===== config.mk =====
export PLATFORM = sky130hd
export DESIGN_NAME = color_temperature_to_rgb_top
export DESIGN_NICKNAME = d
export VERILOG_FILES = /design/src/rtl/ctr_pkg.sv /design/src/rtl/ctr_log2.sv /design/src/rtl/ctr_lnfit.sv /design/src/rtl/ctr_pow.sv /design/src/rtl/color_temperature_to_rgb_top.sv
export SDC_FILE = /design/constraint.sdc
export NUM_CORES = 2
export LEC_CHECK = 0
export ABC_AREA = 1
export BUFFER_PORTS_ARGS = -buffer_cell sky130_fd_sc_hd__buf_2
export CAP_MARGIN = 20
export CELL_PAD_IN_SITES_DETAIL_PLACEMENT = 0
export CELL_PAD_IN_SITES_GLOBAL_PLACEMENT = 2
export CORE_MARGIN = 10
export CORE_UTILIZATION = 25
export CTS_CLUSTER_DIAMETER = 30
export DETAILED_ROUTE_END_ITERATION = 16
export GPL_ROUTABILITY_DRIVEN = 0
export PLACE_DENSITY = 0.53
export SLEW_MARGIN = 20
export SYNTH_ARGS = -nofsm -noshare
export SYNTH_HDL_FRONTEND = slang
export SYNTH_SLANG_ARGS = --single-unit

===== constraint.sdc =====
create_clock -name clk -period 29.3 [get_ports clk]
set_input_delay 2.93 -clock clk [delete_from_list [all_inputs] [get_ports clk]]
set_output_delay 2.93 -clock clk [all_outputs]
set_load 0.02 [all_outputs]

===== src/rtl/ctr_pkg.sv =====
`default_nettype none
package ctr_pkg;

  localparam int KELVIN_BITS_DEF = 16;
  localparam int FRAC_BITS_DEF   = 15;

  localparam int KELVIN_W = 16;
  localparam int FIELD_W  = 16;

  // log2(100) in Q16
  localparam int LOG2_HUNDRED = 435412;

  localparam int GLN_A  = 17720;
  localparam int GLN_B  = 41408;
  localparam int BLN_A  = 24676;
  localparam int BLN_B  = 78398;
  localparam int RPOW_S = 84734;
  localparam int RPOW_E = 8730;
  localparam int GPOW_S = 74049;
  localparam int GPOW_E = 4949;

  localparam logic [15:0] RED_KNEE   = 16'd6600;
  localparam logic [15:0] BLUE_FLOOR = 16'd1900;
  localparam logic [15:0] POW_OFFSET = 16'd6000;
  localparam logic [15:0] BLN_OFFSET = 16'd1000;

  typedef logic signed [21:0] log_t;   // log2(x/100), Q16
  typedef logic signed [39:0] acc_t;   // fit value before rounding

  // log2(1+i/16), Q16
  localparam logic [17:0] LOG2_SEG [17] = '{
    18'd0, 18'd5732, 18'd11136, 18'd16248, 18'd21098, 18'd25711, 18'd30109,
    18'd34312, 18'd38336, 18'd42196, 18'd45904, 18'd49472, 18'd52911,
    18'd56229, 18'd59434, 18'd62534, 18'd65536
  };

  // 2^(i/16), Q16
  localparam logic [17:0] EXP2_SEG [17] = '{
    18'd65536, 18'd68438, 18'd71468, 18'd74632, 18'd77936, 18'd81386,
    18'd84990, 18'd88752, 18'd92682, 18'd96785, 18'd101070, 18'd105545,
    18'd110218, 18'd115098, 18'd120194, 18'd125515, 18'd131072
  };

  typedef struct packed {
    logic le_knee;    // kelvin <= 6600
    logic ge_knee;    // kelvin >= 6600
    logic le_floor;   // kelvin <= 1900
    logic zero;
  } region_t;

  // clamp to [0,1] and round half up; value is acc / 2^(32+k)
  function automatic logic [15:0] ctr_round(acc_t acc, logic [1:0] k, int frac);
    logic [40:0] u;
    logic [40:0] half;
    logic [40:0] r;
    int s;
    r = '0;
    if (acc > 0) begin
      u = 41'(unsigned'(acc));
      if (u >= (41'd1 << (32 + int'(k)))) begin
        r = 41'd1 << frac;
      end else begin
        s = 32 + int'(k) - frac;
        half = 41'd1 << (s - 1);
        r = (u + half) >> s;
      end
    end
    return r[15:0];
  endfunction

endpackage
`default_nettype wire


===== src/rtl/ctr_log2.sv =====
`default_nettype none
module ctr_log2 (
  input  wire logic           clk,
  input  wire logic           en,
  input  wire logic [15:0]    arg,
  output ctr_pkg::log_t       l
);
  import ctr_pkg::*;

  logic [3:0]  e;
  logic [15:0] frac;
  logic [3:0]  e_c;
  logic [31:0] sh_c;
  logic [17:0] lo, hi;
  logic [12:0] d;
  logic [24:0] prod;
  logic [21:0] lsum;

  always_comb begin
    e_c = '0;
    for (int i = 1; i < 16; i++) begin
      if (arg[i]) e_c = 4'(i);
    end
    sh_c = {arg, 16'd0} >> e_c;
  end

  always_ff @(posedge clk) begin
    if (en) begin
      e    <= e_c;
      frac <= sh_c[15:0];
    end
  end

  always_comb begin
    lo   = LOG2_SEG[frac[15:12]];
    hi   = LOG2_SEG[5'(frac[15:12]) + 5'd1];
    d    = 13'(hi - lo);
    prod = 25'(d) * 25'(frac[11:0]);
    lsum = {2'b00, e, 16'd0} + 22'(lo) + 22'(prod[24:12]);
  end

  always_ff @(posedge clk) begin
    if (en) begin
      l <= log_t'(lsum) - log_t'(LOG2_HUNDRED);
    end
  end

endmodule
`default_nettype wire


===== src/rtl/ctr_lnfit.sv =====
`default_nettype none
module ctr_lnfit #(
  parameter int A = ctr_pkg::GLN_A,
  parameter int B = ctr_pkg::GLN_B
) (
  input  wire logic          clk,
  input  wire logic          en,
  input  wire ctr_pkg::log_t l,
  output ctr_pkg::acc_t      acc
);
  import ctr_pkg::*;

  acc_t acc3, acc4;

  always_ff @(posedge clk) begin
    if (en) begin
      acc3 <= acc_t'(A) * acc_t'(l) - (acc_t'(B) <<< 16);
      acc4 <= acc3;
      acc  <= acc4;
    end
  end

endmodule
`default_nettype wire


===== src/rtl/ctr_pow.sv =====
`default_nettype none
module ctr_pow #(
  parameter int SCALE = ctr_pkg::RPOW_S,
  parameter int EXPO  = ctr_pkg::RPOW_E
) (
  input  wire logic          clk,
  input  wire logic          en,
  input  wire ctr_pkg::log_t l,
  output ctr_pkg::acc_t      m,
  output logic [1:0]         k
);
  import ctr_pkg::*;

  logic [19:0] lc;
  logic [33:0] q;
  logic [17:0] p;
  logic [18:0] kw;
  logic [1:0]  k_c;
  logic [17:0] f_full;
  logic [15:0] f;
  logic [17:0] lo, hi;
  logic [12:0] d;
  logic [24:0] prod;
  logic [17:0] v;
  logic [1:0]  k4;

  always_comb begin
    lc = (l < 0) ? '0 : 20'(l);
    q  = 34'(EXPO) * 34'(lc) + 34'd32768;
  end

  always_ff @(posedge clk) begin
    if (en) p <= q[33:16];
  end

  // k = ceil(p/65536), f = k*65536 - p, then 2^(f/65536) by table
  always_comb begin
    kw     = (19'(p) + 19'd65535) >> 16;
    k_c    = kw[1:0];
    f_full = {k_c, 16'd0} - p;
    f      = f_full[15:0];
    lo     = EXP2_SEG[f[15:12]];
    hi     = EXP2_SEG[5'(f[15:12]) + 5'd1];
    d      = 13'(hi - lo);
    prod   = 25'(d) * 25'(f[11:0]);
  end

  always_ff @(posedge clk) begin
    if (en) begin
      v  <= lo + 18'(prod[24:12]);
      k4 <= k_c;
      m  <= acc_t'(v) * acc_t'(SCALE);
      k  <= k4;
    end
  end

endmodule
`default_nettype wire


===== src/rtl/color_temperature_to_rgb_top.sv =====
`default_nettype none
// Channel   Dir  Fields (low bit up)
// s_axis    in   tdata[15:0] kelvin
// m_axis    out  tdata[15:0] red, [31:16] green, [47:32] blue
//
// Seven register stages, input to output; one beat per cycle sustained while the output is not stalled.
// The stages are argument select, log2 normalize/interp (2), fit multiply,
// exp2 interp, scale multiply and final rounding.
// Reset clears only the stage valid bits.
// A stall at the output freezes every stage together; s_tready follows it.
module color_temperature_to_rgb_top #(
  parameter int KELVIN_BITS = ctr_pkg::KELVIN_BITS_DEF,
  parameter int FRAC_BITS   = ctr_pkg::FRAC_BITS_DEF
) (
  input  wire logic        clk,
  input  wire logic        rst,
  input  wire logic        s_tvalid,
  output logic             s_tready,
  input  wire logic [15:0] s_tdata,   // kelvin
  output logic             m_tvalid,
  input  wire logic        m_tready,
  output logic [47:0]      m_tdata    // red, green, blue
);
  import ctr_pkg::*;

  localparam logic [15:0] KMASK = (KELVIN_BITS >= 16) ? 16'hFFFF
                                   : 16'((32'd1 << KELVIN_BITS) - 32'd1);
  localparam logic [40:0] ONE_W = 41'd1 << FRAC_BITS;
  localparam logic [15:0] ONE_F = ONE_W[15:0];
  localparam int STAGES = 7;

  logic [STAGES-1:0] valid;
  logic              en;
  logic [15:0]       n;
  logic [15:0]       g_arg, b_arg;
  region_t           reg_s [STAGES-1];
  region_t           reg_c;
  log_t              l_g, l_b;
  acc_t              acc_g, acc_b, m_r, m_g;
  logic [1:0]        k_r, k_g;
  logic [15:0]       red, green, blue;

  assign en       = !valid[STAGES-1] || m_tready;
  assign s_tready = en;
  assign m_tvalid = valid[STAGES-1];
  assign n        = s_tdata & KMASK;

  always_comb begin
    reg_c.le_knee  = (n <= RED_KNEE);
    reg_c.ge_knee  = (n >= RED_KNEE);
    reg_c.le_floor = (n <= BLUE_FLOOR);
    reg_c.zero     = (n == 16'd0);
  end

  always_ff @(posedge clk) begin
    if (rst) begin
      valid <= '0;
    end else if (en) begin
      valid <= {valid[STAGES-2:0], s_tvalid};
    end
  end

  always_ff @(posedge clk) begin
    if (en) begin
      g_arg    <= (n <= RED_KNEE) ? n : n - POW_OFFSET;
      b_arg    <= n - BLN_OFFSET;
      reg_s[0] <= reg_c;
      for (int i = 1; i < STAGES - 1; i++) reg_s[i] <= reg_s[i-1];
    end
  end

  ctr_log2 u_log_g (.clk(clk), .en(en), .arg(g_arg), .l(l_g));
  ctr_log2 u_log_b (.clk(clk), .en(en), .arg(b_arg), .l(l_b));

  ctr_lnfit #(.A(GLN_A), .B(GLN_B)) u_ln_g (.clk(clk), .en(en), .l(l_g), .acc(acc_g));
  ctr_lnfit #(.A(BLN_A), .B(BLN_B)) u_ln_b (.clk(clk), .en(en), .l(l_b), .acc(acc_b));

  ctr_pow #(.SCALE(RPOW_S), .EXPO(RPOW_E)) u_pow_r (
    .clk(clk), .en(en), .l(l_g), .m(m_r), .k(k_r)
  );
  ctr_pow #(.SCALE(GPOW_S), .EXPO(GPOW_E)) u_pow_g (
    .clk(clk), .en(en), .l(l_g), .m(m_g), .k(k_g)
  );

  always_comb begin
    red   = reg_s[STAGES-2].le_knee ? ONE_F : ctr_round(m_r, k_r, FRAC_BITS);
    if (reg_s[STAGES-2].zero) begin
      green = '0;
    end else if (reg_s[STAGES-2].le_knee) begin
      green = ctr_round(acc_g, 2'd0, FRAC_BITS);
    end else begin
      green = ctr_round(m_g, k_g, FRAC_BITS);
    end
    if (reg_s[STAGES-2].ge_knee) begin
      blue = ONE_F;
    end else if (reg_s[STAGES-2].le_floor) begin
      blue = '0;
    end else begin
      blue = ctr_round(acc_b, 2'd0, FRAC_BITS);
    end
  end

  region_t reg_out;

  always_ff @(posedge clk) begin
    if (en) begin
      m_tdata <= {blue, green, red};
      reg_out <= reg_s[STAGES-2];
    end
  end

`ifndef SYNTHESIS
  a_stall_blocks_input: assert property (@(posedge clk) disable iff (rst)
    (m_tvalid && !m_tready) |-> !s_tready) else $error("input taken during stall");

  a_red_one_low_temp: assert property (@(posedge clk) disable iff (rst)
    (m_tvalid && reg_out.le_knee) |-> (m_tdata[15:0] == ONE_F))
    else $error("red not full below knee");

  a_blue_zero_cold: assert property (@(posedge clk) disable iff (rst)
    (m_tvalid && reg_out.le_floor) |-> (m_tdata[47:32] == 16'd0))
    else $error("blue not zero below floor");

  a_green_range: assert property (@(posedge clk) disable iff (rst)
    (m_tvalid && FRAC_BITS <= 15) |-> (m_tdata[31:16] <= ONE_F))
    else $error("green above one");
`endif

endmodule
`default_nettype wire


### Yosys cells after proc, flatten, opt, wreduce, memory -nomap -nowiden

Memory sizes are Yosys's and may differ from the RTL's.
Index checks and enable logic that the tools add are counted.

| word-level totals | value |
|---|---|
| bits in latches | 0 |
| ROM bits | 4608 |
| memories | 9 |
| register bits after elaboration | 570 |
| logic and storage cells | 188 |
| RAM bits | 24 |

| operators by class | value |
|---|---|
| add/subtract/negate cells | 36 |
| multiply operators | 10 |
| bitwise operators | 10 |
| shift operators | 8 |
| equality and inequality tests | 0 |
| order comparisons | 20 |
| divide/modulo/power cells | 0 |
| mux-type cells | 60 |
| reductions and logical operators | 5 |

Memories:

| name | words | width | read ports | clocked after memory_dff | write ports | line | RTL |
|---|---|---|---|---|---|---|---|
| (no name shown) | 32 | 18 | 1 | 0 | 0 | ctr_pow.sv:43 | `hi = EXP2_SEG[5'(f[15:12]) + 5'd1];` |
| (no name shown) | 32 | 18 | 1 | 0 | 0 | ctr_pow.sv:42 | `lo = EXP2_SEG[f[15:12]];` |
| (no name shown) | 32 | 18 | 1 | 0 | 0 | ctr_pow.sv:43 |  |
| (no name shown) | 32 | 18 | 1 | 0 | 0 | ctr_pow.sv:42 |  |
| (no name shown) | 32 | 18 | 1 | 0 | 0 | ctr_log2.sv:35 | `lo = LOG2_SEG[frac[15:12]];` |
| (no name shown) | 32 | 18 | 1 | 0 | 0 | ctr_log2.sv:36 | `hi = LOG2_SEG[5'(frac[15:12]) + 5'd1];` |
| +3 memories | - | - | - | - | - | - |  |

Operators with widths:

| operator | number |
|---|---|
| 16-bit 2-to-1 mux | 11 |
| 1-bit by 32-bit << shifter with 41-bit output (first input constant) | 4 |
| 40-bit by 1-bit greater-than comparator with 1-bit output (second input constant) | 4 |
| 18-bit 2-to-1 mux | 8 |
| 13-bit 2-to-1 mux | 8 |
| 13-bit by 12-bit multiplier with 25-bit output | 4 |
| 40-bit by 41-bit adder with 41-bit output | 2 |
| 40-bit by 41-bit >= comparator with 1-bit output | 2 |
| 41-bit by 32-bit right shift with 16-bit output | 2 |
| 40-bit by 33-bit >= comparator with 1-bit output (second input constant) | 2 |
| 33-bit by 17-bit adder with 33-bit output (second input constant) | 2 |
| 13-bit by 20-bit multiplier with 33-bit output (first input constant) | 2 |
| 4-bit 2-to-1 mux | 16 |
| 32-bit by 4-bit right shift with 16-bit output | 2 |
| 13-bit subtractor | 4 |
| 22-bit by 13-bit adder with 22-bit output | 2 |
| 22-bit by 20-bit subtractor with 22-bit output (second input constant) | 2 |
| 20-bit by 18-bit adder with 21-bit output | 2 |
| 40-bit by 33-bit subtractor with 40-bit output (second input constant) | 1 |
| 40-bit by 34-bit subtractor with 40-bit output (second input constant) | 1 |
| 18-bit by 13-bit adder with 18-bit output | 2 |
| 18-bit by 16-bit adder with 18-bit output (second input constant) | 2 |
| 14-bit by 22-bit multiplier with 36-bit output (first input constant) | 1 |
| 13-bit by 22-bit multiplier with 35-bit output (first input constant) | 1 |
| other kinds (29) | 62 |

### Longest topological paths before layout

| depth | value |
|---|---|
| word-level depth | 16 |
| gate-level depth with buffers | 63 |
| depth with buffers taken out | 62 |

### Hierarchy

From an unflattened synthesis, not the netlist that was laid out.

| unflattened totals | value |
|---|---|
| cells, all modules | 10783 |
| area, all modules | 86057.5 µm² |

Modules (own cells, without submodules):

| module | area each (µm²) | instances | cells each | sequential area each (µm²) |
|---|---|---|---|---|
| ctr_pow at u_pow_r | 20176.9 | 1 | 2539 | 2222.1 |
| ctr_pow at u_pow_g | 17780.8 | 1 | 2105 | 2252.2 |
| color_temperature_to_rgb_top | 11628.7 | 1 | 1798 | 3173.0 |
| ctr_lnfit at u_ln_g | 9614.2 | 1 | 1084 | 3243.1 |
| ctr_lnfit at u_ln_b | 9110.0 | 1 | 949 | 3333.2 |
| ctr_log2 at u_log_b | 8899.8 | 1 | 1151 | 1231.2 |
| ctr_log2 at u_log_g | 8847.2 | 1 | 1157 | 1231.2 |

### Least setup slack after synthesis

OpenSTA, ideal clock, no wires.

| timing | value |
|---|---|
| kind | input to output |
| start | input port m_tready |
| end | output port s_tready |
| buffers on the path | 0 |
| data required time | 26370 ps |
| arrival | 13948 ps |
| cell stages on the path | 2 |
| setup slack | 12422 ps |
| path through | nor2_1 inv_1 |

| between the ends | value |
|---|---|
| longest elaborated chain between the ends | 1 |

RTL lines:

| item | line | RTL |
|---|---|---|
| from (decl) | color_temperature_to_rgb_top.sv:21 | `input wire logic m_tready,` |
| 1-bit logical OR | color_temperature_to_rgb_top.sv:43 | `assign en = !valid[STAGES-1] \|\| m_tready;` |
| to (decl) | color_temperature_to_rgb_top.sv:18 | `output logic s_tready,` |

No other way between the ends.

### Worst setup path in the final report

| timing | value |
|---|---|
| start | register u_pow_g.p[0] |
| end | register u_pow_g.v[14], data pin |

| between the ends | value |
|---|---|
| longest elaborated chain between the ends | 9 |
| elaborated cells on any way between the ends | 13 |
| classes of those cells | 4 x add/sub; 1 x mul; 4 x mux; 2 x bitwise; 2 x memory |

RTL lines:

| item | line | RTL |
|---|---|---|
| from (decl) | ctr_pow.sv:16 | `logic [17:0] p;` |
| from (signal assigned) | ctr_pow.sv:33 | `if (en) p <= q[33:16];` |
| 1-bit by 16-bit subtractor with 16-bit output * | ctr_pow.sv:40 | `f_full = {k_c, 16'd0} - p;` |
| 4-bit by 1-bit adder with 5-bit output | ctr_pow.sv:43 |  |
| 5-bit NOT with 6-bit output (implied by the code) | ctr_pow.sv:43 |  |
| memory read 32 x 18 bit | - |  |
| 13-bit 2-to-1 mux (implied by the code) (2 in a row) | ctr_pow.sv:43 |  |
| 13-bit subtractor | ctr_pow.sv:44 | `d = 13'(hi - lo);` |
| 13-bit by 12-bit multiplier with 25-bit output | ctr_pow.sv:45 | `prod = 25'(d) * 25'(f[11:0]);` |
| 18-bit by 13-bit adder with 18-bit output * | ctr_pow.sv:50 | `v <= lo + 18'(prod[24:12]);` |
| to (signal assigned) | ctr_pow.sv:50 |  |
| to (decl) | ctr_pow.sv:24 | `logic [17:0] v;` |

Mark *: on every way between the ends. The rest lies on a longest branch, timed or not. The select of a mux whose other input is x is not followed.
A chain may end at the register's enable or synchronous reset.

==> results.sh <==
export IMPL_whs_path_depth=0
export IMPL_routed_wl_mm=261
export IMPL_critical_path_class="flip-flop to flip-flop"
export IMPL_n_fill_cell=36100
export IMPL_die_h_um=599
export IMPL_syn_area_um2=83700
export IMPL_finalCritPeriodShare=0.390
export IMPL_finalCriticalPeriod_ns=11.44
export IMPL_synth_ff_type="edfxtp_1"
export IMPL_hp_class="flip-flop to flip-flop"
export IMPL_rows=212
export IMPL_busiest_layer="met2"
export IMPL_clock_latency_ns=0.82
export IMPL_regArea_um2=16900
export IMPL_outcome="complete, no violations"
export IMPL_dpl_cell_count=14800
export IMPL_syn2layout_area_growth_pct=13.4
export IMPL_clock_path_buffers=4
export IMPL_cts_sinks=564
export IMPL_multi_input_area_um2=58100
export IMPL_rrSetupSlack_ns=17.86
export IMPL_cpMostUsedCell="nand2_1"
export IMPL_cts_resized=0
export IMPL_end_kind="flip-flop"
export IMPL_ctsHoldBuffers=0
export IMPL_io_buffers=69
export IMPL_synth_edf_count=557
export IMPL_relSlewSlack=0.288
export IMPL_worstPathArrival_ns=11.97
export IMPL_crit_required_ns=29.83
export IMPL_instances_no_fill=15000
export IMPL_drv_slew=0
export IMPL_slowest_delay_ns=0.72
export IMPL_drc=0
export IMPL_hpwl_mm=225
export IMPL_grt_use_met1=0.213
export IMPL_drive_gt1_frac=0.0532
export IMPL_cts_clk_slew_worst_paths_ns=0.04
export IMPL_r2r_cells=50
export IMPL_avgSynthCellArea_um2=8.11
export IMPL_grt_overflow=0
export IMPL_grt_pass1_vias=69600
export IMPL_fmax_ghz=0.0874
export IMPL_root_buffer="clkbuf_16"
export IMPL_seq_area_frac_synth=0.201
export IMPL_hold_viol_final=0
export IMPL_viasPerCell=4.37
export IMPL_cts_buffers=155
export IMPL_clock_skew_final_ns=0.0982
export IMPL_grt_max_degree=154
export IMPL_htree_levels=4
export IMPL_rsz0062_at_grt="no"
export IMPL_cp_max_fo=14
export IMPL_setup_viol_count_final=0
export IMPL_start_kind="flip-flop"
export IMPL_die_w_um=599
export IMPL_dr_pass1_iters=5
export IMPL_synthCells=10300
export IMPL_coreArea_um2=333000
export IMPL_nets=12600
export IMPL_dr_total_vias=65600
export IMPL_synth_seq_cells=564
export IMPL_yosysUniqueCellTypes=75
export IMPL_ios=70
export IMPL_grt_use_total=0.145
export IMPL_yosysWarnings=0
export IMPL_grt_pass1_wl_mm=413
export IMPL_start_util=0.251
export IMPL_grt_antenna_before_repair=4
export IMPL_grtUsageMet2=0.229
export IMPL_final_antenna_net_count=0
export IMPL_wl_per_cell_um=17.3
export IMPL_drt_iter0_drc=3111
export IMPL_fin_setup_tns_ns=0
export IMPL_post_cts_setup_buffers=0
export IMPL_dieArea_um2=358000
export IMPL_synthArstFlopShare=0
export IMPL_cap_violations=0
export IMPL_use_met3=0.0155
export IMPL_worst_pin_slew_ns=1.07
export IMPL_worst_path_max_delay_cell="xor2_1"
export IMPL_cts_tree="yes"
logic make-up (layout without fill, tap and decap cells):
group	Yosys count	in the layout	synth area share
flops	564	564	0.201
fa+ha+maj	2053	2053	0.381
other cells	1	52	0.0000448
buf+inv	2383	2655	0.107
xor+xnor	342	342	0.0362
compound gates	1072	1072	0.0706
simple gates	3903	3903	0.203
cell type report:
class / count / area share
Multi-Input combinational cell: 7420 / 0.612
Sequential cell: 564 / 0.178
Timing Repair Buffer: 112 / 0.00717
Tap cell: 4387 / 0.0578
Clock buffer: 173 / 0.0418
Antenna cell: 2 / 0.0000527
Clock inverter: 96 / 0.0138
Inverter: 2274 / 0.0901
layout by cell type, fill, tap and decap left out, types with 50 or more instances in the layout:
cell type / synthesis / routed
ha_1: 1226 / 1226
nor3_1: 103 / 103
fa_1: 827 / 827
o21ai_0: 307 / 305
a21oi_1: 541 / 541
nand3_1: 590 / 590
clkbuf_16: 0 / 156
xnor2_1: 100 / 99
nand2_1: 1942 / 1942
nor2_1: 863 / 862
nor4_1: 60 / 59
xor2_1: 239 / 239
inv_1: 2236 / 2235
edfxtp_1: 557 / 557
or2_2: 57 / 57
buf_2: 14 / 69
nand4_1: 106 / 106
conb_1: 1 / 50
final timing paths:
kind / start / endpoint
max reg2reg: u_pow_g.p[0] / u_pow_g.v[14]
min reg2reg: u_ln_b.acc4[14] / u_ln_b.acc[14]
max: u_pow_g.p[0] / u_pow_g.v[14]
min: u_ln_b.acc4[14] / u_ln_b.acc[14]
metrics by stage:
| stage | util | hold WS (ns) | setup slack [ns] | instance area [µm²] |
|---|---|---|---|---|
| after floorplan | - | 0.400 | 12.42 | 83900 |
| after global placement | 0.269 | 0.400 | 17.65 | 89600 |
| after detailed placement | 0.269 | 0.405 | 17.72 | 89600 |
| after CTS | 0.285 | 0.360 | 17.71 | 94900 |
| after global routing | 0.285 | 0.382 | 16.80 | 94900 |
| final | 0.285 | 0.353 | 17.86 | 94900 |
routing by layer:
layer	vias to the layer above	wire length, µm	share of wire
met2	897	114000	0.44
met5	-	20	0.000077
li1	33300	-	-
met3	260	7650	0.029
met4	2	5250	0.020
met1	31100	134000	0.51
cells in the mapped netlist (all sizes together), types with 9 or more instances:
cell,count,share of area
xnor2,100,0.010
and2,12,0.00090
or2,58,0.0043
a21o,26,0.0023
o21bai,31,0.0028
nand3b,34,0.0032
o211ai,22,0.0020
clkbuf,89,0.0040
a211oi,27,0.0024
a31oi,24,0.0018
fa,827,0.20
nor4,61,0.0046
o21a,27,0.0024
o21ai,322,0.019
edfxtp,557,0.20
nor3,112,0.0073
a21oi,543,0.033
ha,1226,0.18
nand4,109,0.0084
nand2,1998,0.093
nor2,899,0.043
clkinv,15,0.00067
xor2,242,0.026
o22ai,11,0.00090
nand3,607,0.038
o2111ai,9,0.00094
buf,20,0.0013
inv,2259,0.10
worst max-delay path: cells and delay by family, from the launching register on:
kind / cells / cell delay, ns
compound gates: 10 / 1.75
xor+xnor: 3 / 0.94
fa+ha+maj: 10 / 4.24
buf+inv: 8 / 1.07
flops: 1 / 0.65
simple gates: 19 / 2.49
sequential cells by signal (all words and copies together), names as in the netlist, 22 cells and up:
signal and cells:
u_ln_g.acc 37, u_ln_b.acc3 38, u_ln_g.acc3 37, u_pow_g.m 35, reg_s 24, u_pow_r.m 34, u_log_g.l 22, u_ln_b.acc 38
m_tdata 48, u_ln_g.acc4 37, u_ln_b.acc4 38, u_log_b.l 22
Power is left out: the tool's default activity adds up to more than one toggle a clock period on the data nets, which glitch-free logic cannot reach.
